===== src/rtl/ordered_array_list_engine_macros.svh =====
`ifndef ORDERED_ARRAY_LIST_ENGINE_MACROS_SVH
`define ORDERED_ARRAY_LIST_ENGINE_MACROS_SVH

// check that cons holds in the cycle after ante
`define OALE_ASSERT_NEXT(lbl, ante, cons, msg) \
  lbl: assert property (@(posedge clk) disable iff (!rst_n) (ante) |=> (cons)) \
    else $error(msg);

// check that cons holds in the same cycle as ante
`define OALE_ASSERT_NOW(lbl, ante, cons, msg) \
  lbl: assert property (@(posedge clk) disable iff (!rst_n) (ante) |-> (cons)) \
    else $error(msg);

`endif


===== src/rtl/oale_pkg.sv =====
package oale_pkg;

  localparam int DEPTH    = 16;
  localparam int ADDR_W   = $clog2(DEPTH);
  localparam int CNT_W    = $clog2(DEPTH + 1);
  localparam int DATA_W   = 32;
  localparam int OP_W     = 3;
  localparam int POS_W    = 5;
  localparam int ST_W     = 3;
  localparam int FIDX_W   = 4;
  localparam int CAP_W    = 5;
  localparam int IN_W     = 40;
  localparam int OUT_W    = 48;
  localparam int APB_AW   = 3;
  localparam int APB_DW   = 32;

  localparam logic [CAP_W-1:0] CAP_RESET   = 5'd16;
  localparam logic             REG_CAP_IDX = 1'b0;

  typedef enum logic [OP_W-1:0] {
    OP_READ      = 3'd0,
    OP_INS_FIRST = 3'd1,
    OP_INS_LAST  = 3'd2,
    OP_INS_AT    = 3'd3,
    OP_DELETE    = 3'd4,
    OP_SEARCH    = 3'd5,
    OP_OVERWRITE = 3'd6
  } op_t;

  typedef enum logic [ST_W-1:0] {
    ST_OK       = 3'd0,
    ST_FULL     = 3'd1,
    ST_EMPTY    = 3'd2,
    ST_BADPOS   = 3'd3,
    ST_NOTFOUND = 3'd4
  } status_t;

  typedef enum logic [3:0] {
    S_IDLE,
    S_EXEC,
    S_UP,
    S_PUT,
    S_DOWN,
    S_DROP,
    S_SCAN,
    S_FETCH,
    S_RESP
  } state_t;

  typedef struct packed {
    logic load;
    logic eval;
    logic up;
    logic put;
    logic down;
    logic drop;
    logic scan;
    logic fetch;
    logic emit;
  } cmd_t;

  typedef struct packed {
    op_t  op;
    logic go;
    logic up_done;
    logic down_done;
    logic scan_done;
    logic out_free;
  } stat_t;

endpackage


===== src/rtl/oale_ctrl.sv =====
module oale_ctrl
  import oale_pkg::*;
(
  input  logic  clk,
  input  logic  rst_n,
  input  logic  in_tvalid,
  output logic  in_tready,
  input  stat_t stat,
  output cmd_t  cmd
);

  state_t state_r, state_nxt;

  always_ff @(posedge clk) begin
    if (!rst_n) begin
      state_r <= S_IDLE;
    end else begin
      state_r <= state_nxt;
    end
  end

  always_comb begin
    state_nxt = state_r;
    case (state_r)
      S_IDLE: begin
        if (in_tvalid) state_nxt = S_EXEC;
      end
      S_EXEC: begin
        if (!stat.go) begin
          state_nxt = S_RESP;
        end else begin
          case (stat.op)
            OP_READ:      state_nxt = S_FETCH;
            OP_INS_FIRST: state_nxt = S_UP;
            OP_INS_LAST:  state_nxt = S_UP;
            OP_INS_AT:    state_nxt = S_UP;
            OP_DELETE:    state_nxt = S_DOWN;
            OP_SEARCH:    state_nxt = S_SCAN;
            default:      state_nxt = S_RESP;
          endcase
        end
      end
      S_UP: begin
        if (stat.up_done) state_nxt = S_PUT;
      end
      S_PUT:   state_nxt = S_RESP;
      S_DOWN: begin
        if (stat.down_done) state_nxt = S_DROP;
      end
      S_DROP:  state_nxt = S_RESP;
      S_SCAN: begin
        if (stat.scan_done) state_nxt = S_RESP;
      end
      S_FETCH: state_nxt = S_RESP;
      S_RESP: begin
        if (stat.out_free) state_nxt = S_IDLE;
      end
      default: state_nxt = S_IDLE;
    endcase
  end

  always_comb begin
    cmd       = '0;
    in_tready = 1'b0;
    case (state_r)
      S_IDLE: begin
        in_tready = 1'b1;
        cmd.load  = in_tvalid;
      end
      S_EXEC:  cmd.eval  = 1'b1;
      S_UP:    cmd.up    = 1'b1;
      S_PUT:   cmd.put   = 1'b1;
      S_DOWN:  cmd.down  = 1'b1;
      S_DROP:  cmd.drop  = 1'b1;
      S_SCAN:  cmd.scan  = 1'b1;
      S_FETCH: cmd.fetch = 1'b1;
      S_RESP:  cmd.emit  = stat.out_free;
      default: cmd       = '0;
    endcase
  end

endmodule


===== src/rtl/oale_dpath.sv =====
`include "ordered_array_list_engine_macros.svh"

module oale_dpath
  import oale_pkg::*;
(
  input  logic                     clk,
  input  logic                     rst_n,
  input  cmd_t                     cmd,
  output stat_t                    stat,
  input  logic [CAP_W-1:0]         cap_limit,
  input  logic [OP_W-1:0]          in_opcode,
  input  logic [POS_W-1:0]         in_position,
  input  logic signed [DATA_W-1:0] in_value,
  input  logic                     out_tready,
  output logic                     out_valid,
  output logic [ST_W-1:0]          out_status,
  output logic signed [DATA_W-1:0] out_read_value,
  output logic [FIDX_W-1:0]        out_found_index,
  output logic [CNT_W-1:0]         out_entry_count
);

  logic [DATA_W-1:0] mem [DEPTH];

  op_t               op_r;
  logic [CNT_W-1:0]  pos_r;
  logic [DATA_W-1:0] val_r;
  logic [CNT_W-1:0]  count_r;
  logic [CNT_W-1:0]  ptr_r, ptr_nxt;
  logic              pend_r, pend_nxt;
  logic [ADDR_W-1:0] pend_addr_r, pend_addr_nxt;
  logic [DATA_W-1:0] rdata_r;
  status_t           status_r;
  logic [DATA_W-1:0] rdval_r;
  logic [FIDX_W-1:0] fidx_r;
  logic              out_valid_r;
  logic [ST_W-1:0]   out_status_r;
  logic [DATA_W-1:0] out_rdval_r;
  logic [FIDX_W-1:0] out_fidx_r;
  logic [CNT_W-1:0]  out_count_r;

  logic [CNT_W-1:0]  eff_cap;
  logic [CNT_W-1:0]  load_pos;
  logic [CNT_W-1:0]  ptr_inc;
  logic              full, pos_lt, pos_le, hit;
  status_t           status_eval;
  logic              we;
  logic [ADDR_W-1:0] waddr, raddr;
  logic [DATA_W-1:0] wdata;

  always_comb begin
    if (cap_limit == '0) begin
      eff_cap = CNT_W'(1);
    end else if (int'(cap_limit) > DEPTH) begin
      eff_cap = CNT_W'(DEPTH);
    end else begin
      eff_cap = CNT_W'(cap_limit);
    end
  end

  always_comb begin
    case (op_t'(in_opcode))
      OP_INS_FIRST: load_pos = '0;
      OP_INS_LAST:  load_pos = count_r;
      default:      load_pos = CNT_W'(in_position);
    endcase
  end

  assign full    = count_r >= eff_cap;
  assign pos_lt  = pos_r < count_r;
  assign pos_le  = pos_r <= count_r;
  assign ptr_inc = ptr_r + CNT_W'(1);
  assign hit     = pend_r && (rdata_r == val_r);

  always_comb begin
    case (op_r)
      OP_READ:      status_eval = pos_lt ? ST_OK : ST_BADPOS;
      OP_INS_FIRST: status_eval = full ? ST_FULL : ST_OK;
      OP_INS_LAST:  status_eval = full ? ST_FULL : ST_OK;
      OP_INS_AT:    status_eval = full ? ST_FULL : (pos_le ? ST_OK : ST_BADPOS);
      OP_DELETE:    status_eval = (count_r == '0) ? ST_EMPTY :
                                  (pos_lt ? ST_OK : ST_BADPOS);
      OP_SEARCH:    status_eval = ST_NOTFOUND;
      OP_OVERWRITE: status_eval = pos_lt ? ST_OK : ST_BADPOS;
      default:      status_eval = ST_OK;
    endcase
  end

  always_comb begin
    stat.op        = op_r;
    stat.go        = (status_eval == ST_OK) || ((op_r == OP_SEARCH) && (count_r != '0));
    stat.up_done   = ptr_r == pos_r;
    stat.down_done = ptr_inc >= count_r;
    stat.scan_done = hit || (!pend_r && (ptr_r >= count_r));
    stat.out_free  = !out_valid_r || out_tready;
  end

  always_comb begin
    we            = 1'b0;
    waddr         = pend_addr_r;
    wdata         = rdata_r;
    raddr         = pos_r[ADDR_W-1:0];
    ptr_nxt       = ptr_r;
    pend_nxt      = 1'b0;
    pend_addr_nxt = pend_addr_r;
    if (cmd.eval) begin
      case (op_r)
        OP_DELETE: ptr_nxt = pos_r;
        OP_SEARCH: ptr_nxt = '0;
        default:   ptr_nxt = count_r;
      endcase
      if ((op_r == OP_OVERWRITE) && pos_lt) begin
        we    = 1'b1;
        waddr = pos_r[ADDR_W-1:0];
        wdata = val_r;
      end
    end
    if ((cmd.up || cmd.down) && pend_r) begin
      we = 1'b1;
    end
    if (cmd.up && !stat.up_done) begin
      raddr         = ADDR_W'(ptr_r - CNT_W'(1));
      pend_nxt      = 1'b1;
      pend_addr_nxt = ptr_r[ADDR_W-1:0];
      ptr_nxt       = ptr_r - CNT_W'(1);
    end
    if (cmd.down && !stat.down_done) begin
      raddr         = ptr_inc[ADDR_W-1:0];
      pend_nxt      = 1'b1;
      pend_addr_nxt = ptr_r[ADDR_W-1:0];
      ptr_nxt       = ptr_inc;
    end
    if (cmd.scan && (ptr_r < count_r)) begin
      raddr         = ptr_r[ADDR_W-1:0];
      pend_nxt      = 1'b1;
      pend_addr_nxt = ptr_r[ADDR_W-1:0];
      ptr_nxt       = ptr_inc;
    end
    if (cmd.put) begin
      we    = 1'b1;
      waddr = pos_r[ADDR_W-1:0];
      wdata = val_r;
    end
    if (cmd.drop) begin
      we    = 1'b1;
      waddr = ADDR_W'(count_r - CNT_W'(1));
      wdata = '0;
    end
  end

  always_ff @(posedge clk) begin
    if (we) begin
      mem[waddr] <= wdata;
    end
    rdata_r <= mem[raddr];
  end

  always_ff @(posedge clk) begin
    if (!rst_n) begin
      count_r     <= '0;
      pend_r      <= 1'b0;
      ptr_r       <= '0;
      out_valid_r <= 1'b0;
    end else begin
      pend_r <= pend_nxt;
      ptr_r  <= ptr_nxt;
      if (cmd.put) begin
        count_r <= count_r + CNT_W'(1);
      end else if (cmd.drop) begin
        count_r <= count_r - CNT_W'(1);
      end
      if (cmd.emit) begin
        out_valid_r <= 1'b1;
      end else if (out_tready) begin
        out_valid_r <= 1'b0;
      end
    end
  end

  always_ff @(posedge clk) begin
    pend_addr_r <= pend_addr_nxt;
    if (cmd.load) begin
      op_r  <= op_t'(in_opcode);
      pos_r <= load_pos;
      val_r <= in_value;
    end
    if (cmd.eval) begin
      status_r <= status_eval;
      rdval_r  <= ((op_r == OP_READ) && !pos_lt) ? '1 : '0;
      fidx_r   <= '0;
    end
    if (cmd.fetch) begin
      rdval_r <= rdata_r;
    end
    if (cmd.scan && hit) begin
      status_r <= ST_OK;
      fidx_r   <= FIDX_W'(pend_addr_r);
    end
    if (cmd.emit) begin
      out_status_r <= status_r;
      out_rdval_r  <= rdval_r;
      out_fidx_r   <= fidx_r;
      out_count_r  <= count_r;
    end
  end

  assign out_valid       = out_valid_r;
  assign out_status      = out_status_r;
  assign out_read_value  = out_rdval_r;
  assign out_found_index = out_fidx_r;
  assign out_entry_count = out_count_r;

  `OALE_ASSERT_NEXT(a_put_grows, cmd.put, count_r == $past(count_r) + CNT_W'(1), "put lost")
  `OALE_ASSERT_NEXT(a_drop_shrinks, cmd.drop, count_r == $past(count_r) - CNT_W'(1), "drop lost")
  `OALE_ASSERT_NOW(a_count_bound, 1'b1, count_r <= CNT_W'(DEPTH), "count overflow")
  `OALE_ASSERT_NOW(a_emit_free, cmd.emit, !out_valid_r || out_tready, "result overrun")

endmodule


===== src/rtl/ordered_array_list_engine.sv =====
// Packed list of up to 16 signed 32-bit entries held in a memory with one read and one
// write port and a registered read. One request is taken at a time. Each request is
// loaded and checked; a read then fetches its entry, an insert shifts the entries from
// position upward from the end and writes the value, a delete shifts the entries above
// position down and clears the last, and a search compares from the start to a match;
// an overwrite or a rejected request goes straight to the result, which then waits in
// the output register until taken. Shifts and searches move or compare one entry per
// cycle. capacity_limit sits at byte address 0; 0 acts as 1 and values above 16 as 16.
module ordered_array_list_engine
  import oale_pkg::*;
(
  input  logic              clk,
  input  logic              rst_n,
  input  logic              in_tvalid,
  output logic              in_tready,
  input  logic [IN_W-1:0]   in_tdata,     // opcode[2:0], position[7:3], value[39:8]
  output logic              out_tvalid,
  input  logic              out_tready,
  output logic [OUT_W-1:0]  out_tdata,    // status[2:0], read_value[34:3],
                                          // found_index[38:35], entry_count[43:39]
  input  logic              cfg_psel,
  input  logic              cfg_penable,
  input  logic              cfg_pwrite,
  input  logic [APB_AW-1:0] cfg_paddr,
  input  logic [APB_DW-1:0] cfg_pwdata,
  output logic [APB_DW-1:0] cfg_prdata,
  output logic              cfg_pready
);

  logic [CAP_W-1:0]         cap_r;
  cmd_t                     cmd;
  stat_t                    stat;
  logic [ST_W-1:0]          res_status;
  logic signed [DATA_W-1:0] res_read_value;
  logic [FIDX_W-1:0]        res_found_index;
  logic [CNT_W-1:0]         res_entry_count;
  logic                     cfg_wr;

  assign cfg_pready = 1'b1;
  assign cfg_wr     = cfg_psel && cfg_penable && cfg_pwrite && cfg_pready;

  always_ff @(posedge clk) begin
    if (!rst_n) begin
      cap_r <= CAP_RESET;
    end else if (cfg_wr && (cfg_paddr[2] == REG_CAP_IDX)) begin
      cap_r <= cfg_pwdata[CAP_W-1:0];
    end
  end

  assign cfg_prdata = (cfg_paddr[2] == REG_CAP_IDX) ? APB_DW'(cap_r) : '0;

  oale_ctrl u_ctrl (
    .clk       (clk),
    .rst_n     (rst_n),
    .in_tvalid (in_tvalid),
    .in_tready (in_tready),
    .stat      (stat),
    .cmd       (cmd)
  );

  oale_dpath u_dpath (
    .clk             (clk),
    .rst_n           (rst_n),
    .cmd             (cmd),
    .stat            (stat),
    .cap_limit       (cap_r),
    .in_opcode       (in_tdata[2:0]),
    .in_position     (in_tdata[7:3]),
    .in_value        (in_tdata[39:8]),
    .out_tready      (out_tready),
    .out_valid       (out_tvalid),
    .out_status      (res_status),
    .out_read_value  (res_read_value),
    .out_found_index (res_found_index),
    .out_entry_count (res_entry_count)
  );

  assign out_tdata = {4'b0000, res_entry_count, res_found_index, res_read_value, res_status};

endmodule

===== config.mk =====
export PLATFORM = sky130hd
export DESIGN_NAME = ordered_array_list_engine
export DESIGN_NICKNAME = d
export VERILOG_FILES = /design/src/rtl/oale_pkg.sv /design/src/rtl/oale_ctrl.sv /design/src/rtl/oale_dpath.sv /design/src/rtl/ordered_array_list_engine.sv
export VERILOG_INCLUDE_DIRS = /design/src /design/src/rtl
export SDC_FILE = /design/constraint.sdc
export NUM_CORES = 1
export LEC_CHECK = 0
export BUFFER_PORTS_ARGS = -buffer_cell sky130_fd_sc_hd__buf_2
export CAP_MARGIN = 40
export CELL_PAD_IN_SITES_DETAIL_PLACEMENT = 1
export CELL_PAD_IN_SITES_GLOBAL_PLACEMENT = 1
export CORE_MARGIN = 4
export CORE_UTILIZATION = 31
export CTS_CLUSTER_SIZE = 12
export DETAILED_ROUTE_END_ITERATION = 8
export GPL_TIMING_DRIVEN = 1
export PLACE_DENSITY = 0.56
export SLEW_MARGIN = 10
export SYNTH_ARGS = -nofsm -noshare
export SYNTH_HDL_FRONTEND = slang
export SYNTH_SLANG_ARGS = --single-unit
export TNS_END_PERCENT = 20

===== constraint.sdc =====
create_clock -name clk -period 5.1 [get_ports clk]
set_input_delay 1.02 -clock clk [delete_from_list [all_inputs] [get_ports clk]]
set_output_delay 1.02 -clock clk [all_outputs]
set_load 0.005 [all_outputs]

**Word-level counts from Yosys, hierarchy flattened**

Memories as Yosys holds them, arrays and structs flattened. A register that Yosys moved wholly into a read port is not among the register bits.
Index checks and enable logic that the tools add are counted.

- Register bits after elaboration: 148
- Bits in writable memories: 512
- Memories: 1

Memory list:

| name | words | bits a word | rd ports | clocked after Yosys merged registers in | write ports | line | source |
|---|---|---|---|---|---|---|---|
| u_dpath.mem | 16 | 32 | 1 | 1 | 1 | oale_dpath.sv:22 | `logic [DATA_W-1:0] mem [DEPTH];` |

- Add/sub/neg operators: 4
- Magnitude comparators: 7
- Eq/ne operators: 23
- Mux-type cells: 66
- Bitwise operators: 1
- Reductions and logical operators: 39

Operators by type and width:

| operator | count |
|---|---|
| 2-to-1 mux 32 bit | 7 |
| 2-to-1 mux 4 bit | 18 |
| 2-to-1 mux 5 bit | 9 |
| equality test 32 bit | 1 |
| one-hot mux 4 bit (7 select lines) | 1 |
| 2-to-1 mux 1 bit | 23 |
| one-hot mux 5 bit (2 select lines) | 2 |
| equality test 4 x 3 -> 1 bit, second input constant | 4 |
| one-hot mux 4 bit (4 select lines) | 1 |
| >= comparator 5 bit | 3 |
| one-hot mux 3 bit (5 select lines) | 1 |
| logical AND 1 bit | 13 |
| adder 5 x 1 -> 5 bit, second input constant | 2 |
| logical NOT 5 bit | 2 |
| less-than comparator 5 bit | 2 |
| subtractor 5 x 1 -> 5 bit, second input constant | 2 |
| equality test 3 x 2 -> 1 bit, second input constant | 3 |
| equality test 3 bit, second input constant | 3 |
| equality test 4 x 2 -> 1 bit, second input constant | 2 |
| nonzero test 2 bit | 4 |
| equality test 3 x 1 -> 1 bit, second input constant | 2 |
| logical NOT 3 bit | 2 |
| 2-to-1 mux 3 bit | 2 |
| != test 2 x 1 -> 1 bit, second input constant | 3 |
| 17 further kinds | 28 |

**Depth between registers and ports, before layout**

Gate-level depths: netlist of run 1.

- Depth in word-level cells: 10
- Gate-level depth with buffers: 18
- Gate-level depth less buffers: 13

**Modules after synthesis**

Synthesis of run 1 repeated with hierarchy kept, for this count alone.

- Cell total of the unflattened synthesis: 2,075
- Area, all modules: 29,304.4 sq um

Modules (own cells, without submodules):

| module | instances | cells an instance | area an instance (sq um) | seq. area each (sq um) |
|---|---|---|---|---|
| oale_dpath | 1 | 1,965 | 28,428.5 | 20,039.2 |
| ordered_array_list_engine | 1 | 62 | 509.2 | 100.1 |
| oale_ctrl | 1 | 48 | 366.6 | 80.1 |

**Least setup slack after synthesis of run 1**

Ideal clock, no wire load.

- Kind: register to register
- From: reg u_dpath.count_r[2]
- To: mem u_dpath.mem[13][0] (enable)
- Library setup time: 461 ps
- Arrival time: 4,840 ps
- Path slack: -202 ps
- Cell stages (with the launch flop): 12
- Period minus slack after synthesis: 5,302 ps
- Path through: dfxtp_1 clkbuf_1 inv_1 ha_1 o21a_1 o21a_1 o21a_1 or2_1 o21a_1 a311oi_1 nand3_1 nor3_1

- Word-level cells in the longest chain between the ends: 9
- Elaborated cells between the ends (all ways): 14
- Those cells by class: add/sub: 1; order compare: 1; mux: 11; reduce/logical: 1

Ends and longest elaborated chain:

| element | line | source |
|---|---|---|
| start: declaration | oale_dpath.sv:27 | `logic [CNT_W-1:0] count_r;` |
| start signal: assignment | oale_dpath.sv:167 | `count_r <= count_r + CNT_W'(1);` |
| start signal: assignment | oale_dpath.sv:169 | `count_r <= count_r - CNT_W'(1);` |
| less-than comparator 5 bit | oale_dpath.sv:69 | `assign pos_lt = pos_r < count_r;` |
| logical AND 1 bit | oale_dpath.sv:111 | `if ((op_r == OP_OVERWRITE) && pos_lt) begin` |
| 2-to-1 mux 1 bit | oale_dpath.sv:111 |  |
| 2-to-1 mux 1 bit | oale_dpath.sv:105 | `if (cmd.eval) begin` |
| 2-to-1 mux 1 bit | oale_dpath.sv:117 | `if ((cmd.up \|\| cmd.down) && pend_r) begin` |
| 2-to-1 mux 1 bit | oale_dpath.sv:138 | `if (cmd.put) begin` |
| 2-to-1 mux 1 bit | oale_dpath.sv:143 | `if (cmd.drop) begin` |
| 2-to-1 mux 1 bit | oale_dpath.sv:151 | `if (we) begin` |
| 2-to-1 mux 1 bit (implied by the code) | oale_dpath.sv:152 | `mem[waddr] <= wdata;` |
| end: declaration | oale_dpath.sv:22 |  |

Parallel ways exist; a longest one is shown, timed or not.

**Worst setup path in the final report of run 1**

- From: reg u_dpath.count_r[1]
- To: mem u_dpath.mem[13][21] (enable)

The elaborated chain is that of the path after synthesis.

==> results.md, run 1 <==
* Final Instance Area at approximately 33000 µm²
* Slowest-stage cell, CP: a311oi_1
* Vias in the first global route at 18904
* # setup viols final at 0
* CTS buffer count at 79
* RSZ-0062 raised after global routing: false
* Fin. max-slew vios at 0
* Max clock buf depth at 3
* Initial Util at 31.4%
* DR WL/cell at 22.9 µm
* Placed inst area at 30900 µm²
* CTS tree: done
* Worst-path clk slew at 0.06 ns
* Setup slack at placement at 0.613 ns
* Yosys cell types at 75
* Post-route ant nets at 0
* Final hold vios at 0
* Row count at 110
* Yosys reg bits at 692
* Initial antenna violation count at 0
* Hold bufs inserted after CTS at 0
* Tot Pwr at 0.0175 W
* Crit path launch: u_dpath.count_r[1]
* Synthesized area at 28500 µm²
* Worst setup EP type: flop
* Predominant post-synthesis flop cell: edfxtp_1
* Post-Synthesis Cells at 2234
* Startpoint Class: flop
* Final nets at 2492
* Layout cells sized above 1 at 14.9%
* Final min period at 4.57 ns
* Gpl congestion at about 0.78
* Chip width at between 300 and 400 µm
* Reg-to-reg slack, setup at 0.53 ns
* Crit Path Category: reg -> reg
* Root buffer cell: clkbuf_16
* Antenna diodes at 0
* Synthesis-to-layout area growth at 17.6%
* Ports at roughly 170
* Crit path top cell by count: o21a_1
* Vias at about 18000
* Reg2Reg Launch Point: u_dpath.count_r[1]
* Part of the cycle the worst path needs at 89.6%
* Compound-Gate Fraction of Synth Area at 4.84%
* Largest family of logic cells by synthesized area: simple AND/OR/NAND/NOR gates
* First-pass GRT wire length at 123000 µm
* Mux cell area share after synthesis at under 10%
* Hold_sp: u_dpath.rdval_r[15]
* Drt drc at 0
* Largest net degree at the start of global routing at 74
* Slack of the critical path at 0.531 ns
* XOR/XNOR Fraction of Synth Area at 1.50%
* EDFF count, synth at approximately 640
* Core area at roughly 91000 µm²
* Total congestion overflow at 0
* Asr flop ratio synth at 0%
* Slew margin rel. at 41.0%
* WL final at 83000 µm
* Clock skew at 0.0199 ns
* Leak at 12.1 nW
* WP data arrival at 4.84 ns
* Worst hold path class: reg -> reg
* Post-CTS Setup Bufs at 0
* Placed cell count at between 3000 and 4000
* Number of vias per cell at a little over 5
* Maximum clock rate at ~220 MHz
* Chip height at 311 µm
* Number of DRC markers in iteration 0 at 1498
* Status: complete, no violations
* Peak VDD IR at 0.243 mV
* Hpwl dp at 50400 µm
* Post-Synth Adder-Cell Area at under 10%
* Hold WS at between 0.4 and 0.5 ns
* PwrDens at between 500 and 600 nW/µm²
* Syn avg cell area at around 13 µm²
* H-tree levels at 3
* First-pass iteration count of the detailed router at 5
* Post-CTS sizing at 0
* Non-Filler Instances at 3626
* Max_cap viols at 0
* Worst-path cell chain: inv_1, ha_1, nor2b_1, o21a_1, o21a_1, o21a_1, or2_1, o21a_2, a311oi_1, nand3_1, nor3_2, buf_4
* Fillers at ~9600
* Post-synthesis sequential area ratio at 71.0%
* Synth Area in Simple Gates at 16.6%
* Port bufs at ~100
* Worst endpoint required time at ~5.4 ns
* Max incr delay on CP at about 0.63 ns
* Clk sinks at 692
* Synth Warn # at 0
* Slew @ Worst Pin at 0.886 ns
* Tot GR Track Use at between 10% and 20%
* Worst-skew pair later-pin latency at 0.63 ns
* Critical Path Fanout Max at 17
* Die area at 96800 µm²
## registers in the layout, indices dropped and copies added, names as in the netlist, 5 cells and up
register and flops:
u_dpath.mem 512, u_dpath.out_read_value 32, u_dpath.rdata_r 32, u_dpath.rdval_r 32
u_dpath.val_r 32, cap_r 5, u_dpath.count_r 5, u_dpath.out_entry_count 5
u_dpath.pos_r 5, u_dpath.ptr_r 5
## worst paths after layout
kind                           endpoint  depth (start not counted)
max                 u_dpath.mem[13][21]                         12
min          u_dpath.out_read_value[15]                          0
max reg2reg         u_dpath.mem[13][21]                         12
min reg2reg  u_dpath.out_read_value[15]                          0
## logic make-up after synthesis
logic type                 count (synthesis)
and+or+nand+nor                         1056
DFF                                      692
AOI/OAI and AO/OA                        192
buffers and inverters                    177
xor gates and xnor gates                  48
muxes                                     43
adders and majority gates                 24
other                                      2
## area by class of cell
class	count	area (µm²)	area share, %
Clock inverter	41	369	1.10
Tap cell	1176	1470	4.39
Timing Repair Buffer	203	1620	4.85
Clock buffer	104	2180	6.52
Multi-Input combinational cell	1395	7560	22.6
Sequential cell	692	20200	60.4
Inverter	15	56.3	0.168
## cells in the mapped netlist (2+ instances only)
library cell	count	share of area, %
nand3_1	306	5.4
nor3_1	14	0.25
ha_1	24	1.1
o31ai_1	8	0.21
mux2i_1	42	1.5
xor2_1	36	1.1
and3_1	7	0.15
o21a_1	7	0.18
and2_0	3	0.066
and2_1	13	0.29
nand2_1	583	7.7
nor3b_1	4	0.11
a211oi_1	4	0.11
buf_4	46	1.2
buf_2	74	1.3
nand2_2	2	0.044
xnor2_1	11	0.34
o211a_1	2	0.070
nor4_1	10	0.22
a221o_1	32	1.1
nor2b_1	21	0.46
nand4_1	35	0.77
nand4b_1	3	0.092
nor3_2	3	0.11
or2_2	2	0.044
o21ai_0	18	0.32
or3_1	2	0.044
a21oi_1	86	1.5
nand2b_1	3	0.066
clkbuf_1	34	0.45
dfxtp_1	56	3.9
buf_6	6	0.24
a21oi_2	2	0.062
a21o_1	9	0.24
o22ai_1	2	0.044
nand3b_1	5	0.13
edfxtp_1	636	67
o211ai_1	3	0.079
conb_1	2	0.026
nor2_1	29	0.38
inv_1	15	0.20
## where the power goes
part / internal, W / switching, W / total (W)
Combinational: 0.00134 / 0.00278 / 0.00412
Sequential: 0.00731 / 0.000521 / 0.00783
Clock: 0.00328 / 0.00228 / 0.00555
## layer usage
metal,share of wire (%),global-route usage (%)
met1,46,23.4
met5,0,0
met3,4.2,2.54
met2,47,27.6
met4,2.5,4.45
## placed cells by master (no fill, tap or decap), types with 18 or more instances in the layout
master,instances
a21oi_1,86
a221o_1,32
buf_12,25
buf_2,103
buf_4,69
clkbuf_16,80
conb_1,32
dfxtp_1,56
edfxtp_1,636
ha_1,24
mux2i_1,42
nand2_1,583
nand3_1,306
nand4_1,35
nor2_1,21
nor2b_1,20
o21ai_0,18
xor2_1,36
## through the flow
stage	TNS, ns	utilization [%]
floorplan	-24.72	-
global placement	0	33.9
detailed placement	0	34.1
CTS	0	36.9
global route	0	37.0
finish	0	37.0
## worst max-delay path: cells and delay by family (launching register included)
kind,cells,cell delay (ns)
compound gates,5,1.44
fa+ha+maj,1,0.35
simple gates,4,1.23
flops,1,0.54
buf+inv,2,0.63
Power figures use the tool's default switching activity.
==> run 2, diff against run 1 <==
--- a/config.mk
+++ b/config.mk
@@ -8,14 +8,11 @@
 export LEC_CHECK = 0
 export BUFFER_PORTS_ARGS = -buffer_cell sky130_fd_sc_hd__buf_2
 export CAP_MARGIN = 40
-export CELL_PAD_IN_SITES_DETAIL_PLACEMENT = 1
-export CELL_PAD_IN_SITES_GLOBAL_PLACEMENT = 1
 export CORE_MARGIN = 4
 export CORE_UTILIZATION = 31
 export CTS_CLUSTER_SIZE = 12
 export DETAILED_ROUTE_END_ITERATION = 8
 export GPL_TIMING_DRIVEN = 1
-export PLACE_DENSITY = 0.56
 export SLEW_MARGIN = 10
 export SYNTH_ARGS = -nofsm -noshare
 export SYNTH_HDL_FRONTEND = slang
==> results.md, run 2 (synthesized netlist as in run 1, its figures left out) <==
* Hpwl dp at 43500 µm
* Crit path top cell by count: o21a_1
* Peak VDD IR at roughly 0.23 mV
* Cell family with most CP delay: compound AO/OA/AOI/OAI gates
* H-tree levels at 3
* Antenna diodes at 0
* DR WL/cell at 20.3 µm
* Hold Path Stages at 0
* Chip width at slightly above 300 µm
* Die area at 96800 µm²
* CTS tree: done
* Worst-path clk slew at around 0.06 ns
* Switching portion of total power at 31.7%
* Part of the cycle the worst path needs at roughly 82%
* Hold bufs inserted after CTS at 0
* Number of DRC markers in iteration 0 at 1523
* WL final at ~74000 µm
* Worst-path cell chain: ha_1, nor2b_1, o21a_1, o21a_1, o21a_1, or2_1, o21a_2, a311oi_1, nand3_1, nor3_2, buf_4
* Post-CTS Setup Bufs at 0
* Hold_sp: u_dpath.rdval_r[6]
* Root buffer cell: clkbuf_16
* Sw power at ~0.0054 W
* Post-route ant nets at 0
* Maximum clock rate at between 200 and 250 MHz
* Fin. max-slew vios at 0
* Internal power at roughly 0.012 W
* Startpoint Class: flop
* First-pass iteration count of the detailed router at 5
* Status: complete, no violations
* PwrDens at 513 nW/µm²
* Worst hold path class: reg -> reg
* Slew @ Worst Pin at 0.819 ns
* Tot GR Track Use at 14.8%
* Worst path bufs/invs at 1
* Max incr delay on CP at 0.56 ns
* Slew margin rel. at between 40% and 50%
* Layout cells sized above 1 at roughly 15%
* Vias at 17892
* Port bufs at 103
* Worst setup EP type: flop
* Biggest register: u_dpath.mem
* Most common cell after layout, fill and taps aside: edfxtp_1
* Chip height at 311 µm
* Reg-to-reg slack, setup at between 0.8 and 0.9 ns
* Initial Util at 31.4%
* Tot Pwr at 0.0171 W
* Worst endpoint required time at 5.36 ns
* WP data arrival at 4.46 ns
* Ports at 165
* RSZ-0062 raised after global routing: false
* Crit Path Category: reg -> reg
* Seq pwr share at 45.7%
* Core area at roughly 91000 µm²
* # setup viols final at 0
* Final nets at between 2000 and 2500
* Clock share of power at 31.0%
* Slowest-stage cell, CP: a311oi_1
* Max_cap viols at 0
* Post-CTS sizing at 0
* Largest net degree at the start of global routing at 73
* Reg2Reg Launch Point: u_dpath.pos_r[1]
* Most frequent cells in the layout: 636 x edfxtp_1, 583 x nand2_1, 306 x nand3_1, 103 x buf_2, 86 x a21oi_1
* Final hold vios at 0
* Gpl congestion at roughly 0.77
* Fin Setup TNS at 0 ns
* Worst R2R Path Depth at 11
* Total congestion overflow at 0
* Synthesis-to-layout area growth at 16.9%
* Critical Path Fanout Max at 19
* Row count at 110
* First-pass GRT wire length at 109000 µm
* Number of vias per cell at 4.94
* Hold endpoint: u_dpath.out_read_value[6]
* Leak at 12.0 nW
* RR Endpoint: u_dpath.mem[13][9]
* Initial antenna violation count at 2
* Clk sinks at 692
* CTS buffer count at 77
* Vias in the first global route at between 15000 and 20000
* Drt drc at 0
* Combinational share of power at 23.3%
* Max clock buf depth at 3
* Final min period at 4.20 ns
* Clock skew at 0.0298 ns
* Worst-skew pair later-pin latency at approximately 0.63 ns
* Largest register FFs at around 500
-- run 2: layout make-up --
class                   instances  area [µm²]
fillers                      8603       57300
clock buffers                 104        2080
multi-input cells            1395        7560
repair buffers                203        1570
clock inverters                35         332
well taps                    1176        1470
inverters                      15        56.3
flip-flops and latches        692       20200
-- run 2: per-layer routing --
layer	part of all wire (%)	up-vias	GRT usage, %	wire length, µm
met5	0	-	0	0
met4	2.0	0	3.76	1480
met3	7.5	100	3.18	5510
met2	46	601	23.8	34100
met1	44	8828	20.5	32500
li1	-	8363	-	-
-- run 2: power by group through the flow --
stage	sequential (W)	clock [W]	combinational [W]
floorplan	0.00762	0	0.00261
global placement	0.00792	0	0.00385
detailed placement	0.00791	0	0.00398
CTS	0.00780	0.00542	0.00400
global route	0.00786	0.00566	0.00440
finish	0.00781	0.00530	0.00398
-- run 2: worst max path at each step --
stage                     slack (ns)                from             endpoint  depth (start not counted)
after floorplan                -0.20  u_dpath.count_r[2]   u_dpath.mem[13][0]                         11
after global placement          0.90    u_dpath.ptr_r[0]  u_dpath.rdata_r[18]                         13
after detailed placement        1.01    u_dpath.pos_r[1]  u_dpath.mem[13][19]                         11
after CTS                       0.95    u_dpath.pos_r[1]  u_dpath.mem[13][19]                         11
after global routing            0.68    u_dpath.pos_r[1]   u_dpath.mem[13][9]                         11
final                           0.90    u_dpath.pos_r[1]   u_dpath.mem[13][9]                         11
-- run 2: metrics by stage --
| step | setup slack (ns) | area (µm²) | util, % | hold slack (ns) | std cells |
|---|---|---|---|---|---|
| finish | 0.897 | 33300 | 36.8 | 0.417 | 3620 |
| global route | 0.679 | 33300 | 36.8 | 0.423 | 3620 |
| CTS | 0.950 | 33300 | 36.8 | 0.419 | 3620 |
| detailed placement | 1.01 | 30900 | 34.1 | 0.405 | 3481 |
| global placement | 0.896 | 30800 | 34.0 | 0.403 | 3468 |
| floorplan | -0.202 | 28600 | - | 0.400 | 2264 |
-- run 2: worst reg2reg max path, cell delays in order (launching register included) --
cell and delay (ns):
edfxtp_1 0.52, ha_1 0.34, nor2b_1 0.13, o21a_1 0.16, o21a_1 0.16, o21a_1 0.24
or2_1 0.33, o21a_2 0.25, a311oi_1 0.56, nand3_1 0.43, nor3_2 0.26, buf_4 0.43
==> run 3, diff against run 2 <==
==> constraint.sdc (replaced) <==
create_clock -name clk -period 3.7 [get_ports clk]
set_input_delay 0.74 -clock clk [delete_from_list [all_inputs] [get_ports clk]]
set_output_delay 0.74 -clock clk [all_outputs]
set_load 0.005 [all_outputs]
==> results.md, run 3 (synthesized netlist as in run 1, its figures left out) <==
* First-pass GRT wire length at 110000 µm
* Slew margin rel. at a little over two fifths
* Max clock buf depth at 3
* Hold endpoint: u_dpath.val_r[21]
* Number of DRC markers in iteration 0 at 1660
* RR Endpoint: u_dpath.mem[14][8]
* Final hold vios at 0
* Worst endpoint required time at 3.99 ns
* Met3 routed WL at 6630 µm
* Startpoint Class: flop
* Initial Util at 31.4%
* Routed wl met2 at 34000 µm
* Root buffer cell: clkbuf_16
* Non-Filler Instances at 3683
* Most common cell after layout, fill and taps aside: edfxtp_1
* Slew @ Worst Pin at 0.853 ns
* Largest register FFs at 512
* DR WL/cell at 20.4 µm
* Worst R2R Path Depth at 13
* Drt drc at 0
* Leak at 12.4 nW
* Clk sinks at 692
* Number of vias per cell at 4.96
* Die area at 96800 µm²
* CTS tree: done
* Status: complete, no violations
* Worst path bufs/invs at 3
* Fin. max-slew vios at 0
* Reg-to-reg slack, setup at just over 0.1 ns
* Worst setup EP type: flop
* Worst hold path class: in -> reg
* Fin util at 37.8%
* Vias in the first global route at 17373
* Part of the cycle the worst path needs at a little under 100%
* Crit Path Category: reg -> reg
* Clock skew at 0.0329 ns
* # setup viols final at 0
* Maximum clock rate at 278 MHz
* Reg2Reg Launch Point: u_dpath.count_r[1]
* Synthesis-to-layout area growth at 20.2%
* Core area at roughly 91000 µm²
* Total congestion overflow at 0
* Critical Path Fanout Max at 18
* Crit path top cell by count: o21a_1
* Max_cap viols at 0
* Hold_sp: in_tdata[29]
* Worst-path clk slew at roughly 0.06 ns
* Cell family with most CP delay: simple AND/OR/NAND/NOR gates
* Post-route ant nets at 0
* Ports at 165
* Layout cells sized above 1 at ~17%
* Most frequent cells in the layout: 636 x edfxtp_1, 583 x nand2_1, 305 x nand3_1, 104 x buf_4, 103 x buf_2
* Initial antenna violation count at 2
* Final min period at 3.60 ns
* Fillers at approximately 8500
* PwrDens at 697 nW/µm²
* Slowest-stage cell, CP: or3b_4
* Vias at 18267
* Peak VDD IR at around 0.35 mV
* Placed cell count at 3542
* WP data arrival at 3.89 ns
* Hpwl dp at 46700 µm
* First-pass iteration count of the detailed router at 5
* CTS buffer count at 75
* Row count at 110
* Hold bufs inserted after CTS at 0
* Gpl congestion at between 0.7 and 0.8
* Biggest register: u_dpath.mem
* Hold Path Stages at 1
* Max incr delay on CP at 0.47 ns
* Worst-path cell chain: inv_2, ha_1, nor2b_1, o21a_1, o21a_1, o21a_1, o31ai_4, and2_1, a311oi_4, buf_4, or3b_4, nor3_4, buf_12
* Top layer in use: met4
* Tot GR Track Use at 15.0%
* Port bufs at 103
* WL final at 75200 µm
* Final nets at 2556
* H-tree levels at 3
* Wl on met1 at 32600 µm
* Largest net degree at the start of global routing at 53
* Worst-skew pair later-pin latency at roughly 0.62 ns
* Chip height at 311 µm
* Chip width at 311 µm
run 3: changes by cell type in the layout (fill, tap and decap cells not counted), sizes merged, moves of 2 or more:
cell,before,now
clkbuf,104,107
clkinv,25,20
inv,18,20
buf,202,269
clkinvlp,4,1
run 3: cell type report:
cell class	instances	area [µm²]	area share, %
antenna	1	2.50	0.00731
clock buffer	105	2070	6.05
clock inverter	28	221	0.647
inverter	15	56.3	0.164
multi-input combinational	1395	7650	22.3
sequential	692	20200	59.1
tap	1176	1470	4.30
timing repair buffer	271	2550	7.45
run 3: worst max path at each step:
stage               slack [ns]               start                   to  cells past startpoint
CTS                       0.05  u_dpath.count_r[1]  u_dpath.mem[13][19]                     12
global route             -0.02  u_dpath.count_r[1]   u_dpath.mem[14][8]                     13
finish                    0.10  u_dpath.count_r[1]   u_dpath.mem[14][8]                     13
floorplan                -0.37    u_dpath.pos_r[1]   u_dpath.mem[11][0]                     10
detailed placement       0.006  u_dpath.count_r[1]  u_dpath.mem[13][16]                     12
global placement          0.04  u_dpath.count_r[1]  u_dpath.mem[13][16]                     12
run 3: through the flow:
| step | instance area, µm² | worst slack (ns) | hold slack, ns | setup TNS (ns) | power (W) |
|---|---|---|---|---|---|
| after floorplan | 28700 | -0.372 | 0.400 | -96.37 | 0.0141 |
| after global placement | 31800 | 0.0357 | 0.403 | 0 | 0.0169 |
| after detailed placement | 31800 | 0.00648 | 0.405 | 0 | 0.0169 |
| after CTS | 34100 | 0.0491 | 0.268 | 0 | 0.0240 |
| after global routing | 34200 | -0.0247 | 0.276 | -0.181 | 0.0250 |
| final | 34200 | 0.102 | 0.307 | 0 | 0.0239 |
run 3: what timing repair did:
action                     in CTS  in global routing
gates resized for setup         1                  8
setup endpoints to repair      50                162
setup buffers                   0                  4
pin swaps                       0                  4
gates cloned                    0                  3
run 3: worst reg2reg max path: cells and delay by family, from the launching register on:
| family | cells | cell delay (ns) |
|---|---|---|
| AO/OA/AOI/OAI | 5 | 1.01 |
| adder cells (fa/ha/maj) | 1 | 0.31 |
| buffers and inverters | 3 | 0.49 |
| flip-flops | 1 | 0.34 |
| AND/OR/NAND/NOR | 4 | 1.11 |
run 3: where the power goes:
group | switching [W] | internal, W | leakage, nW
Clock | 0.00298 | 0.00406 | 1.12
Combinational | 0.00395 | 0.00222 | 5.06
Sequential | 0.000586 | 0.0101 | 6.25
run 3: layer usage:
metal  global-route usage, %  vias to the layer above
li1                        -                     8506
met1                    20.9                     8976
met2                    23.3                      669
met3                    3.64                      116
met4                    4.67                        0
met5                       0                        -
